`src/design/xmlp_pkg.sv`:
```
// shared types and constants for the module length parser
package xmlp_pkg;

    typedef enum logic [2:0] {
        PH_IDLE     = 3'd0,
        PH_HEADER   = 3'd1,
        PH_PAT      = 3'd2,
        PH_INS      = 3'd3,
        PH_SMP      = 3'd4,
        PH_HOLD_OK  = 3'd5,
        PH_HOLD_BAD = 3'd6
    } phase_t;

    localparam logic [2:0] ST_COMPLETE  = 3'd0;
    localparam logic [2:0] ST_SHORT     = 3'd1;
    localparam logic [2:0] ST_SIGNATURE = 3'd2;
    localparam logic [2:0] ST_COUNTS    = 3'd3;
    localparam logic [2:0] ST_TRUNCATED = 3'd4;
    localparam logic [2:0] ST_MALFORMED = 3'd5;

    localparam logic [1:0] REG_PATTERN_LIMIT    = 2'd0;
    localparam logic [1:0] REG_INSTRUMENT_LIMIT = 2'd1;
    localparam logic [1:0] REG_MINIMUM_LENGTH   = 2'd2;

    localparam int QUEUE_DEPTH = 2;

    typedef struct packed {
        logic [7:0] data_byte;
        logic       start_flag;
        logic       end_flag;
    } item_t;

    typedef struct packed {
        logic [2:0]  status;
        logic [31:0] module_length;
    } result_t;

    typedef struct packed {
        logic [15:0] pattern_limit;
        logic [15:0] instrument_limit;
        logic [15:0] minimum_length;
    } cfg_t;

endpackage

```
`src/design/xmlp_front.sv`:
```
// input side: accepts stream words and keeps a short queue of items
module xmlp_front
    import xmlp_pkg::*;
(
    input  logic        clk,
    input  logic        rst_n,
    input  logic        s_tvalid,
    output logic        s_tready,
    input  logic [7:0]  s_tdata,
    input  logic [1:0]  s_tuser,
    output logic        q_valid,
    input  logic        q_pop,
    output item_t       q_item
);

    item_t      mem_reg [QUEUE_DEPTH];
    logic       wr_ptr_reg, wr_ptr_next;
    logic       rd_ptr_reg, rd_ptr_next;
    logic [1:0] count_reg, count_next;
    logic       push;
    item_t      in_item;

    assign s_tready  = (count_reg != 2'(QUEUE_DEPTH));
    assign push      = s_tvalid && s_tready;
    assign q_valid   = (count_reg != 2'd0);
    assign q_item    = mem_reg[rd_ptr_reg];

    always_comb
    begin
        in_item.data_byte  = s_tdata;
        in_item.start_flag = s_tuser[0];
        in_item.end_flag   = s_tuser[1];
        wr_ptr_next = push ? ~wr_ptr_reg : wr_ptr_reg;
        rd_ptr_next = q_pop ? ~rd_ptr_reg : rd_ptr_reg;
        count_next  = count_reg + 2'(push) - 2'(q_pop);
    end

    always_ff @(posedge clk or negedge rst_n)
    begin
        if (!rst_n)
        begin
            wr_ptr_reg <= 1'b0;
            rd_ptr_reg <= 1'b0;
            count_reg  <= 2'd0;
        end
        else
        begin
            wr_ptr_reg <= wr_ptr_next;
            rd_ptr_reg <= rd_ptr_next;
            count_reg  <= count_next;
        end
    end

    always_ff @(posedge clk)
    begin
        if (push)
            mem_reg[wr_ptr_reg] <= in_item;
    end

endmodule

```
`src/design/xmlp_back.sv`:
```
// walking parser: one queued byte per cycle while the output is not stalled, result into an output register
module xmlp_back
    import xmlp_pkg::*;
(
    input  logic        clk,
    input  logic        rst_n,
    input  cfg_t        cfg,
    input  logic        q_valid,
    output logic        q_pop,
    input  item_t       q_item,
    output logic        m_tvalid,
    input  logic        m_tready,
    output logic [39:0] m_tdata
);

    phase_t      phase_reg, phase_next;
    logic [31:0] offset_reg, offset_next;
    logic [31:0] ptr_reg, ptr_next;
    logic [31:0] gather_reg, gather_next;
    logic [15:0] pat_reg, pat_next;
    logic [15:0] ins_reg, ins_next;
    logic [15:0] smp_reg, smp_next;
    logic [15:0] ihs_reg, ihs_next;
    logic [31:0] sum_reg, sum_next;
    logic        ovalid_reg, ovalid_next;
    result_t     res_reg, res_next;

    logic        take;
    logic [7:0]  b;
    logic [31:0] o, rel;
    logic [32:0] count;
    logic        ready;
    logic        emit;
    result_t     emit_val;
    logic [32:0] adv_nb;
    logic        adv_en;
    logic [32:0] sum33;
    logic [32:0] nb40;
    logic [15:0] pat_dec, ins_dec;
    logic [15:0] pat_w, ins_w;
    logic [32:0] ins_nb;

    // queue pops when the output register is free or being drained
    assign take  = q_valid && (!ovalid_reg || m_tready);
    assign q_pop = take;
    assign b     = q_item.data_byte;
    assign m_tvalid = ovalid_reg;
    assign m_tdata  = {5'd0, res_reg.module_length, res_reg.status};

    // record advance shared by header, pattern, instrument and sample paths
    always_comb
    begin
        phase_next  = phase_reg;
        offset_next = offset_reg;
        ptr_next    = ptr_reg;
        gather_next = gather_reg;
        pat_next    = pat_reg;
        ins_next    = ins_reg;
        smp_next    = smp_reg;
        ihs_next    = ihs_reg;
        sum_next    = sum_reg;
        ovalid_next = ovalid_reg && !m_tready;
        res_next    = res_reg;
        emit        = 1'b0;
        emit_val    = '0;
        adv_en      = 1'b0;
        adv_nb      = '0;
        o           = '0;
        rel         = '0;
        count       = '0;
        ready       = 1'b0;
        sum33       = '0;
        nb40        = '0;
        ins_nb      = '0;
        pat_w       = pat_reg;
        ins_w       = ins_reg;
        pat_dec     = pat_reg - 16'd1;
        ins_dec     = ins_reg - 16'd1;

        if (take)
        begin
            if (q_item.start_flag)
            begin
                phase_next  = PH_HEADER;
                offset_next = '0;
                ptr_next    = '0;
                gather_next = '0;
                pat_next    = '0;
                ins_next    = '0;
                smp_next    = '0;
                ihs_next    = '0;
                sum_next    = '0;
                o           = '0;
            end
            else
                o = offset_reg;

            if (q_item.start_flag || phase_reg != PH_IDLE)
            begin
                count       = {1'b0, o} + 33'd1;
                offset_next = count[31:0];
                rel         = o - ptr_next;
                pat_w       = pat_next;
                ins_w       = ins_next;
                pat_dec     = pat_next - 16'd1;
                ins_dec     = ins_next - 16'd1;

                case (phase_next)
                    PH_HEADER:
                    begin
                        if ((o == 32'd37 && b != 8'h1A) || (o == 32'd58 && b != 8'h04))
                            ptr_next = 32'(ST_SIGNATURE);
                        if (o >= 32'd60 && o <= 32'd63)
                            gather_next = gather_next | (32'(b) << {o[1:0], 3'b000});
                        if (o == 32'd70) pat_next = {8'd0, b};
                        if (o == 32'd71) pat_next = {b, pat_next[7:0]};
                        if (o == 32'd72) ins_next = {8'd0, b};
                        if (o == 32'd73)
                        begin
                            ins_next = {b, ins_next[7:0]};
                            pat_w    = pat_next;
                            ins_w    = ins_next;
                            if (ptr_next == 32'(ST_SIGNATURE))
                                phase_next = PH_HOLD_BAD;
                            else if (pat_next > cfg.pattern_limit ||
                                     ins_next > cfg.instrument_limit)
                            begin
                                phase_next = PH_HOLD_BAD;
                                ptr_next   = 32'(ST_COUNTS);
                            end
                            else
                            begin
                                adv_en = 1'b1;
                                adv_nb = {1'b0, gather_next} + 33'd60;
                            end
                        end
                    end
                    PH_PAT:
                    begin
                        if (o >= ptr_next)
                        begin
                            if (rel == 32'd7) gather_next = {24'd0, b};
                            if (rel == 32'd8)
                            begin
                                pat_next = pat_dec;
                                pat_w    = pat_dec;
                                adv_en   = 1'b1;
                                adv_nb   = {1'b0, ptr_next} + 33'd9 +
                                           {17'd0, b, gather_next[7:0]};
                            end
                        end
                    end
                    PH_INS:
                    begin
                        if (o >= ptr_next)
                        begin
                            if (rel == 32'd0) ihs_next = {8'd0, b};
                            if (rel == 32'd1) ihs_next = {b, ihs_next[7:0]};
                            if (rel == 32'd27) smp_next = {8'd0, b};
                            if (rel == 32'd28)
                            begin
                                smp_next = {b, smp_next[7:0]};
                                sum_next = '0;
                                ins_nb   = {1'b0, ptr_next} + {17'd0, ihs_next};
                                if (smp_next != 16'd0)
                                begin
                                    if (ins_nb <= {1'b0, o} ||
                                        ins_nb + 33'd3 > 33'hFFFFFFFF)
                                    begin
                                        phase_next = PH_HOLD_BAD;
                                        ptr_next   = 32'(ST_MALFORMED);
                                    end
                                    else
                                    begin
                                        phase_next = PH_SMP;
                                        ptr_next   = ins_nb[31:0];
                                    end
                                end
                                else
                                begin
                                    ins_next = ins_dec;
                                    ins_w    = ins_dec;
                                    adv_en   = 1'b1;
                                    adv_nb   = ins_nb;
                                end
                            end
                        end
                    end
                    PH_SMP:
                    begin
                        if (o >= ptr_next)
                        begin
                            if (rel == 32'd0) gather_next = {24'd0, b};
                            if (rel >= 32'd1 && rel <= 32'd3)
                                gather_next = gather_next | (32'(b) << {rel[1:0], 3'b000});
                            if (rel == 32'd3)
                            begin
                                sum33 = {1'b0, sum_next} + {1'b0, gather_next};
                                nb40  = {1'b0, ptr_next} + 33'd40;
                                if (sum33[32])
                                begin
                                    phase_next = PH_HOLD_BAD;
                                    ptr_next   = 32'(ST_MALFORMED);
                                end
                                else
                                begin
                                    sum_next = sum33[31:0];
                                    smp_next = smp_reg - 16'd1;
                                    if (smp_next != 16'd0)
                                    begin
                                        if (nb40 + 33'd3 > 33'hFFFFFFFF)
                                        begin
                                            phase_next = PH_HOLD_BAD;
                                            ptr_next   = 32'(ST_MALFORMED);
                                        end
                                        else
                                            ptr_next = nb40[31:0];
                                    end
                                    else
                                    begin
                                        ins_next = ins_dec;
                                        ins_w    = ins_dec;
                                        adv_en   = 1'b1;
                                        adv_nb   = nb40 + sum33;
                                    end
                                end
                            end
                        end
                    end
                    default: ;
                endcase

                if (adv_en)
                begin
                    if (pat_w != 16'd0)
                    begin
                        if (adv_nb + 33'd8 > 33'hFFFFFFFF || adv_nb + 33'd7 <= {1'b0, o})
                        begin
                            phase_next = PH_HOLD_BAD;
                            ptr_next   = 32'(ST_MALFORMED);
                        end
                        else
                        begin
                            phase_next = PH_PAT;
                            ptr_next   = adv_nb[31:0];
                        end
                    end
                    else if (ins_w != 16'd0)
                    begin
                        if (adv_nb + 33'd28 > 33'hFFFFFFFF || adv_nb <= {1'b0, o})
                        begin
                            phase_next = PH_HOLD_BAD;
                            ptr_next   = 32'(ST_MALFORMED);
                        end
                        else
                        begin
                            phase_next = PH_INS;
                            ptr_next   = adv_nb[31:0];
                        end
                    end
                    else if (adv_nb[32])
                    begin
                        phase_next = PH_HOLD_BAD;
                        ptr_next   = 32'(ST_MALFORMED);
                    end
                    else
                    begin
                        phase_next = PH_HOLD_OK;
                        ptr_next   = adv_nb[31:0];
                    end
                end

                ready = count >= {17'd0, cfg.minimum_length};
                if (phase_next == PH_HOLD_OK || phase_next == PH_HOLD_BAD)
                begin
                    if (ready)
                    begin
                        emit = 1'b1;
                        if (phase_next == PH_HOLD_OK)
                            emit_val = '{status: ST_COMPLETE, module_length: ptr_next};
                        else
                            emit_val = '{status: ptr_next[2:0], module_length: count[31:0]};
                    end
                    else if (q_item.end_flag)
                    begin
                        emit     = 1'b1;
                        emit_val = '{status: ST_SHORT, module_length: count[31:0]};
                    end
                end
                else if (q_item.end_flag)
                begin
                    emit     = 1'b1;
                    emit_val = '{status: (ready ? ST_TRUNCATED : ST_SHORT),
                                 module_length: count[31:0]};
                end

                if (emit)
                begin
                    phase_next  = PH_IDLE;
                    ovalid_next = 1'b1;
                    res_next    = emit_val;
                end
            end
        end
    end

    always_ff @(posedge clk or negedge rst_n)
    begin
        if (!rst_n)
        begin
            phase_reg  <= PH_IDLE;
            offset_reg <= '0;
            ptr_reg    <= '0;
            gather_reg <= '0;
            pat_reg    <= '0;
            ins_reg    <= '0;
            smp_reg    <= '0;
            ihs_reg    <= '0;
            sum_reg    <= '0;
            ovalid_reg <= 1'b0;
        end
        else
        begin
            phase_reg  <= phase_next;
            offset_reg <= offset_next;
            ptr_reg    <= ptr_next;
            gather_reg <= gather_next;
            pat_reg    <= pat_next;
            ins_reg    <= ins_next;
            smp_reg    <= smp_next;
            ihs_reg    <= ihs_next;
            sum_reg    <= sum_next;
            ovalid_reg <= ovalid_next;
        end
    end

    always_ff @(posedge clk)
    begin
        res_reg <= res_next;
    end

endmodule

```
`src/design/xmlp_regs.sv`:
```
// apb register file for the limits
module xmlp_regs
    import xmlp_pkg::*;
(
    input  logic        clk,
    input  logic        rst_n,
    input  logic        psel,
    input  logic        penable,
    input  logic        pwrite,
    input  logic [3:0]  paddr,
    input  logic [31:0] pwdata,
    output logic [31:0] prdata,
    output logic        pready,
    output cfg_t        cfg
);

    cfg_t       cfg_reg, cfg_next;
    logic [1:0] idx;

    assign pready = 1'b1;
    assign idx    = paddr[3:2];
    assign cfg    = cfg_reg;

    always_comb
    begin
        cfg_next = cfg_reg;
        if (psel && penable && pwrite)
        begin
            case (idx)
                REG_PATTERN_LIMIT:    cfg_next.pattern_limit    = pwdata[15:0];
                REG_INSTRUMENT_LIMIT: cfg_next.instrument_limit = pwdata[15:0];
                REG_MINIMUM_LENGTH:   cfg_next.minimum_length   = pwdata[15:0];
                default: ;
            endcase
        end
    end

    always_comb
    begin
        case (idx)
            REG_PATTERN_LIMIT:    prdata = {16'd0, cfg_reg.pattern_limit};
            REG_INSTRUMENT_LIMIT: prdata = {16'd0, cfg_reg.instrument_limit};
            REG_MINIMUM_LENGTH:   prdata = {16'd0, cfg_reg.minimum_length};
            default:              prdata = '0;
        endcase
    end

    always_ff @(posedge clk or negedge rst_n)
    begin
        if (!rst_n)
        begin
            cfg_reg.pattern_limit    <= 16'd256;
            cfg_reg.instrument_limit <= 16'd128;
            cfg_reg.minimum_length   <= 16'd336;
        end
        else
            cfg_reg <= cfg_next;
    end

endmodule

```
`src/design/xm_module_length_parser_top.sv`:
```
// top level of the tracker module length parser
// input stream: one byte per word, tuser carries start and end marks;
//   a start mark restarts parsing at offset zero, bytes outside a candidate
//   are dropped
// output stream: at most one word per candidate with status and module length
// throughput: one input word per cycle while the output is not stalled; the walker
//   handles one byte per cycle, limited by its single offset and pointer update
// path: a word is registered in a two-entry queue before it is parsed; a
//   verdict appears on the output in the cycle after its deciding byte
//   is parsed
// stall: a result held in the output register while m_tready is low stops the
//   walker, the queue fills up to its two entries, then s_tready drops
// reset: queue and output are emptied, the parser goes idle, limits return
//   to 256 patterns, 128 instruments and 336 bytes minimum length
// the apb port writes limits; write them only while no candidate is open
module xm_module_length_parser_top
    import xmlp_pkg::*;
(
    input  logic        clk,
    input  logic        rst_n,
    input  logic        s_tvalid,
    output logic        s_tready,
    input  logic [7:0]  s_tdata,   // data_byte
    input  logic [1:0]  s_tuser,   // start_flag, end_flag
    output logic        m_tvalid,
    input  logic        m_tready,
    output logic [39:0] m_tdata,   // status[2:0], module_length[34:3]
    input  logic        psel,
    input  logic        penable,
    input  logic        pwrite,
    input  logic [3:0]  paddr,
    input  logic [31:0] pwdata,
    output logic [31:0] prdata,
    output logic        pready
);

    cfg_t  cfg;
    logic  q_valid;
    logic  q_pop;
    item_t q_item;

    xmlp_regs u_regs (
        .clk(clk), .rst_n(rst_n), .psel(psel), .penable(penable), .pwrite(pwrite),
        .paddr(paddr), .pwdata(pwdata), .prdata(prdata), .pready(pready), .cfg(cfg)
    );

    xmlp_front u_front (
        .clk(clk), .rst_n(rst_n), .s_tvalid(s_tvalid), .s_tready(s_tready),
        .s_tdata(s_tdata), .s_tuser(s_tuser), .q_valid(q_valid), .q_pop(q_pop),
        .q_item(q_item)
    );

    xmlp_back u_back (
        .clk(clk), .rst_n(rst_n), .cfg(cfg), .q_valid(q_valid), .q_pop(q_pop),
        .q_item(q_item), .m_tvalid(m_tvalid), .m_tready(m_tready), .m_tdata(m_tdata)
    );

endmodule

```
`config.mk`:
```
export PLATFORM = sky130hd
export DESIGN_NAME = xm_module_length_parser_top
export DESIGN_NICKNAME = d
export VERILOG_FILES = /design/src/design/xmlp_pkg.sv /design/src/design/xmlp_front.sv /design/src/design/xmlp_back.sv /design/src/design/xmlp_regs.sv /design/src/design/xm_module_length_parser_top.sv
export SDC_FILE = /design/constraint.sdc
export NUM_CORES = 2
export LEC_CHECK = 0
export BUFFER_PORTS_ARGS = -buffer_cell sky130_fd_sc_hd__buf_2
export CAP_MARGIN = 10
export CELL_PAD_IN_SITES_DETAIL_PLACEMENT = 0
export CELL_PAD_IN_SITES_GLOBAL_PLACEMENT = 1
export CORE_MARGIN = 1
export CORE_UTILIZATION = 44
export DETAILED_ROUTE_END_ITERATION = 10
export PLACE_DENSITY_LB_ADDON = 0.1
export SLEW_MARGIN = 20
export SYNTH_ARGS = -nofsm -noshare
export SYNTH_HDL_FRONTEND = slang
export SYNTH_SLANG_ARGS = --single-unit
```
`constraint.sdc`:
```
create_clock -name clk -period 18.9 [get_ports clk]
set_clock_uncertainty 0.15 [all_clocks]
set_input_delay 0.945 -clock clk [delete_from_list [all_inputs] [get_ports clk]]
set_output_delay 0.945 -clock clk [all_outputs]
set_load 0.03 [all_outputs]
```
== Yosys cells after proc, flatten, opt, wreduce, memory -nomap -nowiden ==
Memory sizes are Yosys's and may differ from the RTL's.
Cells that the tools add are included.
Operators by class
  equal/unequal tests: 24
  add/sub/neg operators: 19
  magnitude comparators: 15
  reductions and logical operators: 31
  shift operators: 2
  bitwise gates (word level): 4
  multiplexer cells: 193
Operators with widths (count)
  two-way mux 32 bit: 60
  two-way mux 16 bit: 53
  two-way mux 33 bit: 15
  case mux 32 bit (3 select lines): 2
  case mux 16 bit (3 select lines): 3
  two-way mux 35 bit: 4
  greater-than comparator 33 x 32 -> 1 bit (second input constant): 4
  case mux 33 bit (4 select lines): 1
  == test 32 x 7 -> 1 bit (second input constant): 4
  less-or-equal comparator 33 x 32 -> 1 bit: 3
  case mux 16 bit (2 select lines): 3
  two-way mux 3 bit: 23
  adder 32 x 6 -> 33 bit (second input constant): 2
  adder 33 x 2 -> 33 bit (second input constant): 2
  == test 32 x 2 -> 1 bit (second input constant): 2
  == test 32 x 5 -> 1 bit (second input constant): 2
  == test 32 x 6 -> 1 bit (second input constant): 2
  bitwise OR 32 bit: 2
  case mux 32 bit (2 select lines): 1
  nonzero test 16 bit: 4
  << shifter 8 x 5 -> 32 bit: 2
  subtractor 16 x 1 -> 16 bit (second input constant): 3
  adder 32 x 1 -> 33 bit (second input constant): 1
  adder 32 x 16 -> 33 bit: 1
  42 further kinds: 89
Word-level totals
  memories: 1
  register bits: 283
  memory bits (writable): 20
  word-level logic and storage cells: 307
  output and inout port bits: 75
  input bits: 53
Memories
  u_front.mem_reg: depth 2, width 10, read ports 1, clocked after memory_dff 0, wr ports 1, RTL line xmlp_front.sv:16  | item_t mem_reg [QUEUE_DEPTH];

== Logic depth before layout (Yosys ltp) ==
  depth after elaboration: 43
  mapped depth: 96
  mapped depth without buffers: 68

== Cells and area by module ==
Synthesis repeated with hierarchy kept, for this count alone.
Unflattened totals
  cell total of the unflattened synthesis: 5377
  area total of the unflattened synthesis: 39944.6 um2
By module, submodules not included
  xmlp_back: area an instance 36692.7 um2, sequential area each 5955.7 um2, cells an instance 5151, times used 1
  xmlp_regs: area an instance 2338.5 um2, sequential area each 1207.4 um2, cells an instance 178, times used 1
  xmlp_front: area an instance 913.4 um2, sequential area each 700.7 um2, cells an instance 48, times used 1

== Worst setup path after synthesis ==
Ideal clock, no wire load.
  kind: register to register
  start: reg u_front.rd_ptr_reg
  end: reg u_back.res_reg (netlist bit u_back.m_tdata[0]) (enable)
  period minus slack after synthesis: 19.413 ns
  arrival: 18.877 ns
  stages on the path, launching flop included: 91
  setup slack: -0.513 ns
  setup time: 0.386 ns
  buffers on the path: 29
  data required time: 18.364 ns
  cell sequence: dfrtp_1 -> buf_6 -> mux2i_4 -> buf_4 -> buf_2 -> buf_2 -> buf_2 -> buf_2 -> buf_2 -> buf_2 -> clkbuf_1 -> buf_2 -> buf_2 -> buf_2 -> buf_1 -> clkbuf_1 -> buf_1 -> clkbuf_1 -> [... 55 more ...] -> clkbuf_1 -> nor3_1 -> and2_1 -> xnor2_1 -> ha_1 -> and3_1 -> nand3_1 -> nor3_1 -> nand3_1 -> o211ai_1 -> nand2_1 -> a31o_2 -> a21oi_1 -> a21oi_1 -> mux2_4 -> a21bo_1 -> buf_6 -> a31oi_4
Between the ends
  cells in the longest elaborated chain, start to end: 40
  elaborated cells on any way between the ends: 204
  those cells by class: add/sub: 16; order compare: 15; eq/ne: 21; shift: 2; mux: 131; bitwise: 2; reduce/logical: 16; memory: 1
RTL lines
  start: declaration: RTL line xmlp_front.sv:18  | logic rd_ptr_reg, rd_ptr_next;
  start signal: assignment: RTL line xmlp_front.sv:49  | rd_ptr_reg <= rd_ptr_next;
  memory read (2 x 10 bit) *
  two-way mux 32 bit: RTL line xmlp_back.sv:82  | if (q_item.start_flag)
  two-way mux 32 bit: RTL line xmlp_back.sv:80  | if (take)
  subtractor 32 bit: RTL line xmlp_back.sv:102  | rel = o - ptr_next;
  logical NOT 32 bit: RTL line xmlp_back.sv:157, xmlp_back.sv:193
  two-way mux 32 bit: RTL line xmlp_back.sv:193  | if (rel == 32'd0) gather_next = {24'd0, b};
  two-way mux 32 bit: RTL line xmlp_back.sv:191  | if (o >= ptr_next)
  two-way mux 32 bit: RTL line xmlp_back.sv:108  | case (phase_next)
  [... 24 more ...]
  two-way mux 3 bit: RTL line xmlp_back.sv:98  | if (q_item.start_flag || phase_reg != PH_IDLE)
  two-way mux 3 bit: RTL line xmlp_back.sv:80
  == test 3 bit: RTL line xmlp_back.sv:274  | if (phase_next == PH_HOLD_OK || phase_next == PH_HOLD_BAD)
  logical OR 1 bit: RTL line xmlp_back.sv:274
  two-way mux 1 bit: RTL line xmlp_back.sv:274
  two-way mux 1 bit: RTL line xmlp_back.sv:98
  two-way mux 1 bit: RTL line xmlp_back.sv:80
  AND reduction 3 bit (no line) *
  end signal: assignment: RTL line xmlp_back.sv:339  | res_reg <= res_next;
  end: declaration: RTL line xmlp_back.sv:26  | result_t res_reg, res_next;
Every way passes the cells marked *; elsewhere a longest branch is shown, timed or not. The select of a mux whose other input is x is not followed.
A chain may end at the register's enable or synchronous reset.

== Final worst setup path ==
  start: reg u_front.rd_ptr_reg
  end: reg u_back.res_reg (netlist bit u_back.m_tdata[33]), data pin
Between the ends
  cells in the longest elaborated chain, start to end: 38
  elaborated cells on any way between the ends: 221
  those cells by class: add/sub: 16; order compare: 15; eq/ne: 21; shift: 2; mux: 150; bitwise: 2; reduce/logical: 14; memory: 1
RTL lines
  memory read (2 x 10 bit) *
  two-way mux 32 bit: RTL line xmlp_back.sv:82
  two-way mux 32 bit: RTL line xmlp_back.sv:80
  subtractor 32 bit: RTL line xmlp_back.sv:102
  logical NOT 32 bit: RTL line xmlp_back.sv:157, xmlp_back.sv:193
  two-way mux 32 bit: RTL line xmlp_back.sv:193
  two-way mux 32 bit: RTL line xmlp_back.sv:191
  two-way mux 32 bit: RTL line xmlp_back.sv:108
  [... 22 more ...]
  two-way mux 3 bit: RTL line xmlp_back.sv:235  | if (pat_w != 16'd0)
  two-way mux 3 bit: RTL line xmlp_back.sv:233  | if (adv_en)
  two-way mux 3 bit: RTL line xmlp_back.sv:98
  two-way mux 3 bit: RTL line xmlp_back.sv:80
  == test 3 bit: RTL line xmlp_back.sv:274, xmlp_back.sv:279
  two-way mux 35 bit: RTL line xmlp_back.sv:279  | if (phase_next == PH_HOLD_OK)
  two-way mux 35 bit: RTL line xmlp_back.sv:276  | if (ready)
  two-way mux 35 bit *: RTL line xmlp_back.sv:274
Marked as above.

==> run summary <==
Outcome
• complete, but fails checks — status
• design-rule violations — failing checks

Pwr
• 0.203 — relative contribution of sequential cells to total power
• 2.42 mW — Net Sw Power
• 1.96 mW — cell-internal power
• 126 µV — VDD IR-drop max
• 18.5 nW — Lkg Pwr
• 0.553 — switching share of total power
• 0.182 — clock network fraction of total power
• 103 nW/µm² — cell area power density
• 0.614 — power share of the combinational group
• 4.38 mW — total power draw

Routing
• 6.87 — vias per cell
• 6,700 — starting DRC count in detailed routing
• 31.5 µm — detailed-route wire length per cell
• 2 — Post-route DRC
• 45,000 — overall via count from detail_route
• 10 — count of TritonRoute iterations in the first routing pass
• 206,000 µm — Detailed Route WL
• 0 — antenna-violating nets left

Place
• 1520 ps — post-placement setup slack
• 87 — PortBufs
• 6,463 — post-placement cell count
• 163,000 µm — HPWL reported at the end of detailed placement
• 1.09 — routability congestion estimate

Timing
• 17,940 ps — Final min period
• 0 — Final Hold Viols
• 962 ps — Final Worst Setup Slack
• 55.7 MHz — Max Fclk
• no — setup repair after global routing missed its margin
• 0 — final setup vio count
• 1220 ps — slew at the pin closest to its max-slew limit
• 0.182 — worst-case headroom to the max-slew limit
• 0.949 — share of the cycle needed by the critical path after routing
• 0 — final-report max-slew violation count
• 0 ps — sum of negative setup slack

GRT
• 0 — total global routing overflow
• 40,900 — vias in the first global route
• 10 — antenna violations before repair
• 291,000 µm — first-pass GRT wire length
• 0.445 — total routing usage reported by global routing
• 81 — maximum number of pins on one net before global-route repair

Clock network
• yes — TritonCTS clock tree
• 2 — maximum level of the CTS H-tree
• 41 — TritonCTS buffer count
• 610 ps — clock latency on the worst-skew pair
• 3 — worst-case clock buffer depth
• 303 — clock sink count
• 0 — number of buffers inserted for hold repair after clock tree synthesis
• 60 ps — Worst-path clk slew
• 0 — number of cells upsized or downsized after cts
• sky130_fd_sc_hd__clkbuf_16 — root buffer cell
• 0 — total setup buffers inserted after CTS

Critical path
• flop — endpoint type of the worst setup path
• 18,100 ps — CP Data Arrival Time
• flop — Startpoint Class
• 64 — number of cells on the worst reg-to-reg path
• u_front.rd_ptr_reg — first element of the critical path
• flop to flop — critical path class
• u_back.m_tdata[33] — capture point of the critical path
• u_back.m_tdata[33] — RR Endpoint
• 19,060 ps — required time reported for the critical path endpoint
• 770 ps — longest individual stage delay on the worst path
• sky130_fd_sc_hd__or4b_2 — slowest library cell on the worst path
• sky130_fd_sc_hd__a21oi_1 — cell seen most often among critical-path stages
• u_front.rd_ptr_reg — r2r startpoint
• 960 ps — worst setup slack for register-to-register paths
• 31 — maximum fanout encountered on the critical timing path

Synthesis
• 0.203 — post-synthesis sequential area ratio
• 303 — post-synthesis register bit count
• 0.302 — compound-gate portion of the synthesized area
• 7.29 µm² — mean instance size in the synthesized netlist
• 55 — count of flip-flops with a built-in enable after synthesis
• sky130_fd_sc_hd__dfrtp_1 — leading register cell type out of synthesis
• 0.254 — synthesized-area fraction occupied by and/or/nand/nor cells
• 0.0202 — mux share of post-synthesis cell area
• 0.818 — Post-synth ARST share
• 38,800 µm² — cell area after technology mapping
• 0.102 — adder and majority gate portion of the synthesized area
• 5,326 — number of cells produced by synthesis
• 115 — number of distinct library cells after synthesis
• compound AO/OA/AOI/OAI gates — main combinational cell family by area after synthesis
• 0.0593 — xor/xnor share of the synthesized area
• 0 — Yosys Warn Count

Cells and area
• 48 — flip-flop count of the largest register after layout
• 6,540 — Final Non-Filler Cells
• 0.0877 — fraction of final layout cells with drive strength greater than 1
• 5,716 — post-layout net count
• 8,999 — filler cell count
• 9.18% — area grow syn2layout
• 0.487 — fraction of the core area covered by cells at the end of the flow

Floorplan
• 299 µm — height of the chip
• 89,400 µm² — die outline area
• 299 µm — width of the die
• 108 — number of rows in the core area
• 0.446 — starting density of the core
• 128 — IO Pins
• 87,000 µm² — core area

Worst hold path
• input port to asynchronous set/reset pin — worst hold path class

Flow run
• 0 — number of max-capacitance violations reported

kinds of logic after synthesis:
logic type               count (synthesis)
buffers and inverters                  575
adder cells (fa/ha/maj)                312
XOR/XNOR                               263
flip-flops                             303
AND/OR/NAND/NOR                       2003
AO/OA/AOI/OAI                         1795
other                                    2
multiplexers                            73
power by group through the flow:
stage	Sequential (mW)	Combinational (mW)	Clock, mW
floorplan	0.881	1.55	0
global placement	0.892	2.55	0
detailed placement	0.895	2.56	0
CTS	0.884	2.57	0.803
global route	0.899	2.79	0.826
finish	0.892	2.69	0.798
layout make-up:
cell class                 instances  area, µm²  share of cell area
multi-input combinational       4468      28900               0.682
sequential                       303       7860               0.186
timing repair buffer             262       1800              0.0424
tap                             1155       1450              0.0341
clock buffer                      53       1120              0.0265
inverter                         275       1030              0.0244
clock inverter                    23        216             0.00511
antenna                            1       2.50           0.0000590
critical path: cells and delay by family (launching register included):
kind / cells / cell delay, ps
AO/OA/AOI/OAI: 33 / 8120
AND/OR/NAND/NOR: 20 / 5020
adder cells (fa/ha/maj): 4 / 1650
buffers and inverters: 3 / 1060
XOR/XNOR: 3 / 590
multiplexers: 1 / 570
flip-flops: 1 / 400
per-layer routing:
| layer | vias to the layer above | global-route usage | part of all wire |
|---|---|---|---|
| li1 | 19800 | - | - |
| met1 | 21600 | 0.590 | 0.40 |
| met2 | 2927 | 0.635 | 0.40 |
| met3 | 613 | 0.128 | 0.12 |
| met4 | 16 | 0.271 | 0.075 |
| met5 | - | 0 | 0.00056 |
stage by stage:
step / instance area, µm² / hold WS, ps
final: 42400 / 155
after floorplan: 38900 / 292
after detailed placement: 41000 / 323
after global routing: 42400 / 209
after CTS: 42400 / 181
after global placement: 41000 / 305
cell usage after synthesis, drive strengths merged (51+ instances only):
library cell | count | area share
edfxtp | 55 | 0.043
nor4 | 95 | 0.017
nor2b | 56 | 0.0090
nand2b | 52 | 0.0084
a211oi | 51 | 0.010
inv | 267 | 0.026
o21a | 70 | 0.014
ha | 307 | 0.099
a21o | 113 | 0.022
and3 | 59 | 0.0095
clkbuf | 213 | 0.021
dfrtp | 243 | 0.16
xnor2 | 188 | 0.042
nand4 | 103 | 0.017
nor3 | 164 | 0.022
nand3 | 160 | 0.021
nor2 | 386 | 0.037
nand2 | 659 | 0.064
o211ai | 60 | 0.012
a22o | 77 | 0.017
a21oi | 399 | 0.052
a31oi | 66 | 0.011
o22ai | 86 | 0.014
xor2 | 75 | 0.017
o21ai | 476 | 0.061
buf | 87 | 0.012
and2 | 74 | 0.012
worst min-delay path by stage:
stage	start	endpoint	slack (ps)
floorplan	u_back.gather_reg[1]	u_back.gather_reg[1]	290
global placement	u_back.gather_reg[1]	u_back.gather_reg[1]	310
detailed placement	u_back.gather_reg[1]	u_back.gather_reg[1]	320
CTS	rst_n	u_regs.cfg[34]	180
global route	rst_n	u_regs.cfg[20]	210
finish	rst_n	u_regs.cfg[34]	150
placed cells by master (no fill, tap or decap), drive strengths merged, types with 56 or more instances in the layout:
| cell type | netlist | final |
|---|---|---|
| nand2 | 659 | 659 |
| o21ai | 476 | 476 |
| a21oi | 399 | 399 |
| nor2 | 386 | 386 |
| ha | 307 | 307 |
| inv | 267 | 272 |
| buf | 87 | 262 |
| dfrtp | 243 | 243 |
| xnor2 | 188 | 188 |
| nor3 | 164 | 164 |
| nand3 | 160 | 160 |
| a21o | 113 | 113 |
| nand4 | 103 | 103 |
| nor4 | 95 | 95 |
| o22ai | 86 | 86 |
| a22o | 77 | 77 |
| xor2 | 75 | 75 |
| and2 | 74 | 74 |
| o21a | 70 | 70 |
| a31oi | 66 | 66 |
| o211ai | 60 | 60 |
| and3 | 59 | 59 |
| nor2b | 56 | 56 |
Note: power is estimated with default switching activity, not from simulation.
